==> config.mk <==
export PLATFORM = sky130hd
export DESIGN_NAME = gsr_ctrl
export DESIGN_NICKNAME = d
export VERILOG_FILES = /design/src/sv/glyph_segment_reorder_defines.svh /design/src/sv/gsr_pkg.sv /design/src/sv/gsr_ctrl.sv
export SDC_FILE = /design/constraint.sdc
export NUM_CORES = 1
export LEC_CHECK = 0
export BUFFER_PORTS_ARGS = -buffer_cell sky130_fd_sc_hd__clkbuf_2
export CORE_AREA = 3 3 48 54
export DETAILED_ROUTE_END_ITERATION = 10
export DIE_AREA = 0 0 51 57
export MAX_ROUTING_LAYER = met4
export PLACE_DENSITY = 0.57
export SYNTH_ARGS = -nofsm -noshare
export SYNTH_HDL_FRONTEND = slang
export SYNTH_SLANG_ARGS = --single-unit
==> constraint.sdc <==
create_clock -name clk -period 4.9 [get_ports clk]
set_clock_uncertainty 0.15 [all_clocks]
set_input_delay 0.49 -clock clk [delete_from_list [all_inputs] [get_ports clk]]
set_output_delay 0.49 -clock clk [all_outputs]
set_load 0.005 [all_outputs]
==> src/sv/glyph_segment_reorder_defines.svh <==
// Assertion macros for the glyph segment reorder block.
`ifndef GLYPH_SEGMENT_REORDER_DEFINES_SVH
`define GLYPH_SEGMENT_REORDER_DEFINES_SVH
`ifndef SYNTHESIS
`define GSR_ASSERT_IMM(lbl, ante, cons) \
	lbl: assert property (@(posedge clk) disable iff (!arst_n) (ante) |-> (cons)) \
		else $error("glyph_segment_reorder: same-cycle check failed");
`define GSR_ASSERT_NEXT(lbl, ante, cons) \
	lbl: assert property (@(posedge clk) disable iff (!arst_n) (ante) |=> (cons)) \
		else $error("glyph_segment_reorder: next-cycle check failed");
`else
`define GSR_ASSERT_IMM(lbl, ante, cons)
`define GSR_ASSERT_NEXT(lbl, ante, cons)
`endif
`endif

==> src/sv/gsr_pkg.sv <==
// Shared constants, codes and controller/datapath interface types.
package gsr_pkg;
	localparam int BUF_DEPTH = 256;
	localparam int IDX_W     = $clog2(BUF_DEPTH);
	localparam int CNT_W     = IDX_W + 1;
	localparam int GLYPH_W   = 16;
	localparam int CHAR_W    = 16;
	localparam int MODE_W    = 3;
	localparam int STAT_W    = 3;

	localparam logic [GLYPH_W-1:0] GLYPH_DEL_A = 16'hFFFF;
	localparam logic [GLYPH_W-1:0] GLYPH_DEL_B = 16'hFFFE;

	localparam logic [MODE_W-1:0] MODE_APPEND = 3'd0;
	localparam logic [MODE_W-1:0] MODE_FIXUP  = 3'd1;
	localparam logic [MODE_W-1:0] MODE_APPLY  = 3'd2;
	localparam logic [MODE_W-1:0] MODE_READ   = 3'd3;
	localparam logic [MODE_W-1:0] MODE_CLEAR  = 3'd4;

	localparam logic [STAT_W-1:0] ST_OK       = 3'd0;
	localparam logic [STAT_W-1:0] ST_FULL     = 3'd1;
	localparam logic [STAT_W-1:0] ST_ADJACENT = 3'd2;
	localparam logic [STAT_W-1:0] ST_RANGE    = 3'd3;
	localparam logic [STAT_W-1:0] ST_SKIPPED  = 3'd4;

	typedef enum logic [3:0] {
		S_IDLE, S_READ, S_A_FETCH, S_A_FWAIT, S_B_CHK, S_B_WAIT, S_L_CHK, S_L_WAIT,
		S_CMP, S_H_RD, S_H_WR, S_S_RD, S_S_WR, S_D_RD, S_D_WR, S_DONE
	} state_t;

	typedef enum logic [3:0] {
		OP_NONE, OP_ACCEPT, OP_FETCH, OP_LOAD_FIX, OP_RD_BASE, OP_BASE_DEC,
		OP_RD_LIM, OP_LIM_INC, OP_CLR_I, OP_RD_GROUP, OP_WR_HOLD, OP_RD_SPAN,
		OP_WR_SPAN, OP_RD_HOLD, OP_WR_DEST, OP_NEXT
	} dp_op_t;

	typedef enum logic [1:0] {
		OUT_NONE, OUT_IMM, OUT_READ, OUT_APPLY
	} out_sel_t;

	typedef struct packed {
		dp_op_t   op;
		logic     skip;
		out_sel_t out_sel;
	} cmd_t;

	typedef struct packed {
		logic out_free;
		logic k_done;
		logic base_oob;
		logic base_zero;
		logic rd_del;
		logic lim_oob;
		logic lim_next_oob;
		logic lim_eq_base;
		logic lim_gt_base;
		logic i_eq_group;
		logic i_eq_span;
	} dp_stat_t;
endpackage

==> src/sv/gsr_ctrl.sv <==
// Controller state machine sequencing requests and the fixup apply pass.
module gsr_ctrl (
	input  logic                         clk,
	input  logic                         arst_n,
	input  logic                         in_valid,
	output logic                         in_ready,
	input  logic [gsr_pkg::MODE_W-1:0]   mode,
	input  gsr_pkg::dp_stat_t            stat,
	output gsr_pkg::cmd_t                cmd,
	output gsr_pkg::state_t              state
);
	import gsr_pkg::*;

	state_t state_q, state_d;

	assign state = state_q;

	always_ff @(posedge clk or negedge arst_n) begin
		if (!arst_n) begin
			state_q <= S_IDLE;
		end else begin
			state_q <= state_d;
		end
	end

	always_comb begin
		state_d     = state_q;
		cmd.op      = OP_NONE;
		cmd.skip    = 1'b0;
		cmd.out_sel = OUT_NONE;
		in_ready    = 1'b0;
		unique case (state_q)
			S_IDLE: begin
				in_ready = stat.out_free;
				if (in_valid && stat.out_free) begin
					cmd.op = OP_ACCEPT;
					if (mode == MODE_APPLY) begin
						state_d = S_A_FETCH;
					end else if (mode == MODE_READ) begin
						state_d = S_READ;
					end else begin
						cmd.out_sel = OUT_IMM;
					end
				end
			end
			S_READ: begin
				if (stat.out_free) begin
					cmd.out_sel = OUT_READ;
					state_d     = S_IDLE;
				end
			end
			S_A_FETCH: begin
				if (stat.k_done) begin
					state_d = S_DONE;
				end else begin
					cmd.op  = OP_FETCH;
					state_d = S_A_FWAIT;
				end
			end
			S_A_FWAIT: begin
				cmd.op  = OP_LOAD_FIX;
				state_d = S_B_CHK;
			end
			S_B_CHK: begin
				if (stat.base_oob) begin
					cmd.op   = OP_NEXT;
					cmd.skip = 1'b1;
					state_d  = S_A_FETCH;
				end else begin
					cmd.op  = OP_RD_BASE;
					state_d = S_B_WAIT;
				end
			end
			S_B_WAIT: begin
				if (!stat.rd_del) begin
					state_d = S_L_CHK;
				end else if (stat.base_zero) begin
					cmd.op   = OP_NEXT;
					cmd.skip = 1'b1;
					state_d  = S_A_FETCH;
				end else begin
					cmd.op = OP_BASE_DEC;
				end
			end
			S_L_CHK: begin
				if (stat.lim_oob) begin
					cmd.op   = OP_NEXT;
					cmd.skip = 1'b1;
					state_d  = S_A_FETCH;
				end else begin
					cmd.op  = OP_RD_LIM;
					state_d = S_L_WAIT;
				end
			end
			S_L_WAIT: begin
				if (!stat.rd_del) begin
					state_d = S_CMP;
				end else if (stat.lim_next_oob) begin
					cmd.op   = OP_NEXT;
					cmd.skip = 1'b1;
					state_d  = S_A_FETCH;
				end else begin
					cmd.op = OP_LIM_INC;
				end
			end
			S_CMP: begin
				if (stat.lim_eq_base) begin
					cmd.op  = OP_NEXT;
					state_d = S_A_FETCH;
				end else if (stat.lim_gt_base) begin
					cmd.op   = OP_NEXT;
					cmd.skip = 1'b1;
					state_d  = S_A_FETCH;
				end else begin
					cmd.op  = OP_CLR_I;
					state_d = S_H_RD;
				end
			end
			S_H_RD: begin
				if (stat.i_eq_group) begin
					cmd.op  = OP_CLR_I;
					state_d = S_S_RD;
				end else begin
					cmd.op  = OP_RD_GROUP;
					state_d = S_H_WR;
				end
			end
			S_H_WR: begin
				cmd.op  = OP_WR_HOLD;
				state_d = S_H_RD;
			end
			S_S_RD: begin
				if (stat.i_eq_span) begin
					cmd.op  = OP_CLR_I;
					state_d = S_D_RD;
				end else begin
					cmd.op  = OP_RD_SPAN;
					state_d = S_S_WR;
				end
			end
			S_S_WR: begin
				cmd.op  = OP_WR_SPAN;
				state_d = S_S_RD;
			end
			S_D_RD: begin
				if (stat.i_eq_group) begin
					cmd.op  = OP_NEXT;
					state_d = S_A_FETCH;
				end else begin
					cmd.op  = OP_RD_HOLD;
					state_d = S_D_WR;
				end
			end
			S_D_WR: begin
				cmd.op  = OP_WR_DEST;
				state_d = S_D_RD;
			end
			S_DONE: begin
				if (stat.out_free) begin
					cmd.out_sel = OUT_APPLY;
					state_d     = S_IDLE;
				end
			end
			default: begin
				state_d = S_IDLE;
			end
		endcase
	end
endmodule

==> impl_metrics.yaml, run 1 <==
setup_path:
  crit_type: "reg2out"
  worstPathArrival_ns: 1.99
  crit_cells: 5
  worstRegToRegCells: 4
  reg2reg_to: "state[3]"
  slowest_stage: "dfrtp_1"
  crit_required_ns: 4.26
  max_stage_delay_ns: 0.66
  crit_path_start_kind: "flip-flop"
  crit_chain: "nor4_2, and2_1, a22oi_1, o21ai_0, clkbuf_2"
  r2r_start: "state[1]"
  crit_family: "simple AND/OR/NAND/NOR gates"
  cp-startpoint: "state[1]"
  critPathBufInv: 1
  crit_path_end_kind: "output port"
  cp_max_fo: 25
  r2r_slack_ns: 2.81
  worstSetupEndpoint: "cmd[3]"
global_route:
  grt_pass1_vias: 747
  grt_pass1_wl_microns: 3380
  grt_max_degree: 27
  grt_overflow_total: 0
  track_usage_pct: 15.4
  antenna_found_initial: 0
timing:
  fmax_mhz: 380
  setup_slack_ns: 2.27
  fin_crit_ns: 2.63
  slew_headroom_pct: 48.3
  rsz0062_at_grt: "false"
  slew_violations: 0
  tightestPinTransition_ns: 0.775
  setup_tns_ns: 0
  hold_violations: 0
  fin_crit_sh_pct: 53.7
  setup_violations: 0
floorplan:
  start_util_pct: 35.1
  rows: 17
  io-pin-count: 29
  die_x_microns: 51
  design.die.area_sq_mm: 0.00291
  die_h_microns: 57
  coreArea_sq_mm: 0.00206
detailed_routing:
  drc_errors: 0
  wl_microns: 2080
  drt_pre_antenna_iters: 4
  drt_iter0_markers: 22
  viasPerCell: 5.69
  ant_nets: 0
  wire_per_inst_microns: 14.1
  vias: 837
power:
  p_leak_nw: 0.387
  p_per_area_mw_per_mm2: 606
  ir_drop_mv: 0.253
placed_design:
  portBuffers: 28
  gp_congestion: 0.831
  pre_cts_ws_ns: 2.52
  placed_area_sq_um: 837
  place_hpwl_microns: 1540
synth:
  syn_area_sq_um: 723
  async_flop_share_pct: 100
  synth.most_common_cell: "nand2_1"
  synth-seq-cells: 4
  synth_top_area_cell: "dfrtp_1"
  synth_top_area_share_pct: 13.8
  yosysSeqAreaShare_pct: 13.8
  synth_cells: 96
  yosys-top-cells-count: "nand2_1, o21ai_0, a21oi_1"
  syn_nets: 113
  yosysUniqueCellTypes: 45
  syn_avg_cell_area_sq_um: 7.53
  synth-main-ff-cell: "dfrtp_1"
  synth-edff-count: 0
  yosys_warnings: 0
  synth.area.top_cells: "dfrtp_1, mux2i_1, o21ai_0, nand2b_1, a21oi_1"
clock_tree:
  clk_pin_slew_ns: 0.04
  cts-root-buf: "clkbuf_4"
  post_cts_resized: 0
  cts_tree: "built"
  clockBufferDepth: 2
  htree_levels: 1
  clock_sinks: 4
  numCtsBuffers: 3
  post-cts-setup-buffers: 0
  clk_latency_ns: 0.23
  hold_buffers: 1
layout:
  drive_above_1_share_pct: 28.6
  diodes: 0
  largest_reg_flops: 4
  stdcell_area_sq_um: 870
  area_delta_synth_final_pct: 20.2
  fin_util_pct: 42.1
  nets: 138
min_path:
  hold_class: "in2async"
flow_run:
  cap_violations: 0
run_status:
  outcome: "complete, no violations"
area by class of cell:
type | count | area [sq um]
Tap cell | 28 | 35.0
Inverter | 4 | 15.0
Clock buffer | 3 | 22.5
Multi-Input combinational cell | 79 | 547
Sequential cell | 4 | 100
Fill cell | 244 | 1190
Timing Repair Buffer | 29 | 150
placed cells by master (no fill, tap or decap), drive strengths merged, types with 2 or more instances in the layout:
cell type  count
a21o           2
o21a           2
a31oi          2
o32ai          2
inv            4
o21ai          8
clkbuf        31
a2bb2oi        2
a221o          2
a22oi          2
nand2          8
a21oi          6
o211ai         4
dfrtp          4
nand3          2
nor3           3
mux2i          5
nor4           2
nand4b         2
nand2b         5
how the worst min path moves through the flow:
stage / start / end / slack, ns / depth (start not counted)
after floorplan: arst_n / state[0] / 0.04 / 0
after global placement: arst_n / state[3] / 0.15 / 1
after detailed placement: arst_n / state[2] / 0.15 / 1
after CTS: arst_n / state[3] / 0.43 / 2
after global routing: arst_n / state[0] / 0.45 / 2
final: arst_n / state[3] / 0.45 / 2
metal layers:
metal	vias up	part of all wire, %	track usage [%]
met2	25	48	22.8
met1	384	45	20.2
met5	-	0	-
met4	0	1.6	8.46
met3	4	4.8	1.57
li1	424	-	-
metrics by stage:
step                      total power, mW  std cells  hold slack (ns)
after CTS                           0.532        147            0.433
after floorplan                     0.404         96           0.0444
after global routing                0.583        147            0.452
final                               0.527        147            0.446
after detailed placement            0.487        143            0.151
after global placement              0.484        143            0.146
power breakdown:
group | internal [mW] | switching [mW] | leakage, nW
Clock | 0.0274 | 0.0133 | 0.0138
Combinational | 0.178 | 0.156 | 0.324
Sequential | 0.0492 | 0.103 | 0.0492
Total | 0.255 | 0.272 | 0.387
logic make-up (layout without fill, tap and decap cells):
kind of cell,after synthesis,in the layout,share of synthesized area [%]
buffers and inverters,13,36,10.6
multiplexers,5,5,6.92
flip-flops,4,4,13.8
AND/OR/NAND/NOR,34,34,29.4
AO/OA/AOI/OAI,40,40,39.3
(Power assumes the default switching activity.)
==> run 2, diff against run 1 <==
--- a/config.mk
+++ b/config.mk
@@ -10,7 +10,7 @@
 export DETAILED_ROUTE_END_ITERATION = 10
 export DIE_AREA = 0 0 51 57
 export MAX_ROUTING_LAYER = met4
-export PLACE_DENSITY = 0.57
+export PLACE_DENSITY = 0.59
 export SYNTH_ARGS = -nofsm -noshare
 export SYNTH_HDL_FRONTEND = slang
 export SYNTH_SLANG_ARGS = --single-unit
==> constraint.sdc (replaced) <==
create_clock -name clk -period 2.2 [get_ports clk]
set_clock_uncertainty 0.15 [all_clocks]
set_input_delay 0.22 -clock clk [delete_from_list [all_inputs] [get_ports clk]]
set_output_delay 0.22 -clock clk [all_outputs]
set_load 0.005 [all_outputs]
==> run 2 against run 1 <==
Clock power increased by 130%. Largest power group unchanged. Power increased by 140%. Clock-buffer cell count unchanged. Utilization is 2.1 points higher.
==> impl_metrics.yaml, run 2 (synthesized netlist as in run 1, its figures left out) <==
layout:
  fin_util_pct: 44.2
  final_cell_mix: "clkbuf_2, nand2_1, o21ai_0"
  stdcell_area_sq_um: 912
  nets: 142
  final_common_cell: "clkbuf_2"
  largest_reg_flops: 4
  area_delta_synth_final_pct: 26.1
  drive_above_1_share_pct: 33.3
  nFillCells: 218
  diodes: 0
  fin_cells: 151
flow_run:
  cap_violations: 0
clock_tree:
  clock_sinks: 4
  clk_latency_ns: 0.24
  cts_tree: "built"
  numCtsBuffers: 3
  post-cts-setup-buffers: 0
  cts-root-buf: "clkbuf_4"
  clockBufferDepth: 2
  htree_levels: 1
  clk_pin_slew_ns: 0.04
power:
  p_leak_nw: 0.405
  p_per_area_mw_per_mm2: 1370
  ir_drop_mv: 0.534
setup_path:
  crit_type: "reg2out"
  cp_max_fo: 16
  crit_path_end_kind: "output port"
  cp-startpoint: "state[3]"
  crit_required_ns: 1.83
  crit_path_start_kind: "flip-flop"
  r2r_start: "state[2]"
  worstPathArrival_ns: 1.67
detailed_routing:
  wl_microns: 2120
  ant_nets: 0
  wire_per_inst_microns: 14.0
  vias: 893
  drt_iter0_markers: 13
  drc_errors: 0
  drt_pre_antenna_iters: 4
  viasPerCell: 5.91
min_path:
  hold_class: "in2async"
global_route:
  grt_max_degree: 20
  antenna_found_initial: 0
  grt_pass1_vias: 830
  grt_pass1_wl_microns: 3480
  track_usage_pct: 15.6
  grt_overflow_total: 0
timing:
  hold_violations: 0
  holdWs_ns: 0.170
  slew_violations: 0
  fin_crit_ns: 2.04
  fmax_mhz: 491
  slew_headroom_pct: 73.2
  setup_violations: 0
  fin_crit_sh_pct: 92.6
  tightestPinTransition_ns: 0.400
  rsz0062_at_grt: "false"
  setup_tns_ns: 0
floorplan:
  die_x_microns: 51
  design.die.area_sq_mm: 0.00291
  coreArea_sq_mm: 0.00206
  rows: 17
  io-pin-count: 29
  start_util_pct: 35.1
  die_h_microns: 57
placed_design:
  place_hpwl_microns: 1640
  portBuffers: 28
  dp.cells: 147
  placed_area_sq_um: 867
  gp_congestion: 0.826
run_status:
  outcome: "complete, no violations"
==> run 2: timing repair <==
| item | 4_1_cts | 5_1_grt |
|---|---|---|
| hold endpoints to repair | 4 | 0 |
| setup endpoints to repair | 1 | 2 |
| hold buffers | 1 | 0 |
| gates resized for setup | 1 | 3 |
| gates cloned | 0 | 0 |
| pin swaps | 0 | 0 |
==> run 2: final cells by class <==
class / count / area (sq um) / share of cell area, %
Multi-Input combinational cell: 79 / 556 / 60.9
Timing Repair Buffer: 33 / 180 / 19.8
Sequential cell: 4 / 104 / 11.4
Tap cell: 28 / 35.0 / 3.84
Clock buffer: 3 / 22.5 / 2.47
Inverter: 4 / 15.0 / 1.65
==> run 2: layer usage <==
| layer | track usage, % | routed length (microns) | share of wire [%] |
|---|---|---|---|
| met3 | 2.35 | 103 | 4.9 |
| met2 | 24.1 | 1050 | 50 |
| met5 | - | 0 | 0 |
| met4 | 8.85 | 57 | 2.7 |
| met1 | 19.1 | 903 | 43 |
==> run 2: path summary, 6_finish.rpt <==
path	to	slack (ns)	depth (start not counted)
max reg2reg	state[3]	0.40	4
min reg2reg	state[0]	0.64	2
min	state[1]	0.17	2
max	cmd[3]	0.16	6
max in group asynchronous	state[2]	1.60	2
min in group clk	state[0]	0.18	3
==> run 2: metrics by stage <==
step,setup slack (ns),power [mW]
detailed placement,0.229,1.13
global route,0.0125,1.38
finish,0.163,1.25
floorplan,0.527,0.899
CTS,0.0196,1.25
global placement,0.289,1.13
==> run 2: report_power, final <==
part           internal, mW  leakage (nW)  switching (mW)
logic                 0.443         0.345           0.446
clock network        0.0611        0.0138          0.0316
registers             0.118        0.0458           0.152
total                 0.622         0.405           0.630
==> run 2: critical path: stages (launching register included) <==
cell and delay (ns):
dfrtp_1 0.51, buf_4 0.27, o21ai_0 0.12, o211a_1 0.15, a21oi_1 0.17, o21ai_0 0.10, clkbuf_2 0.11
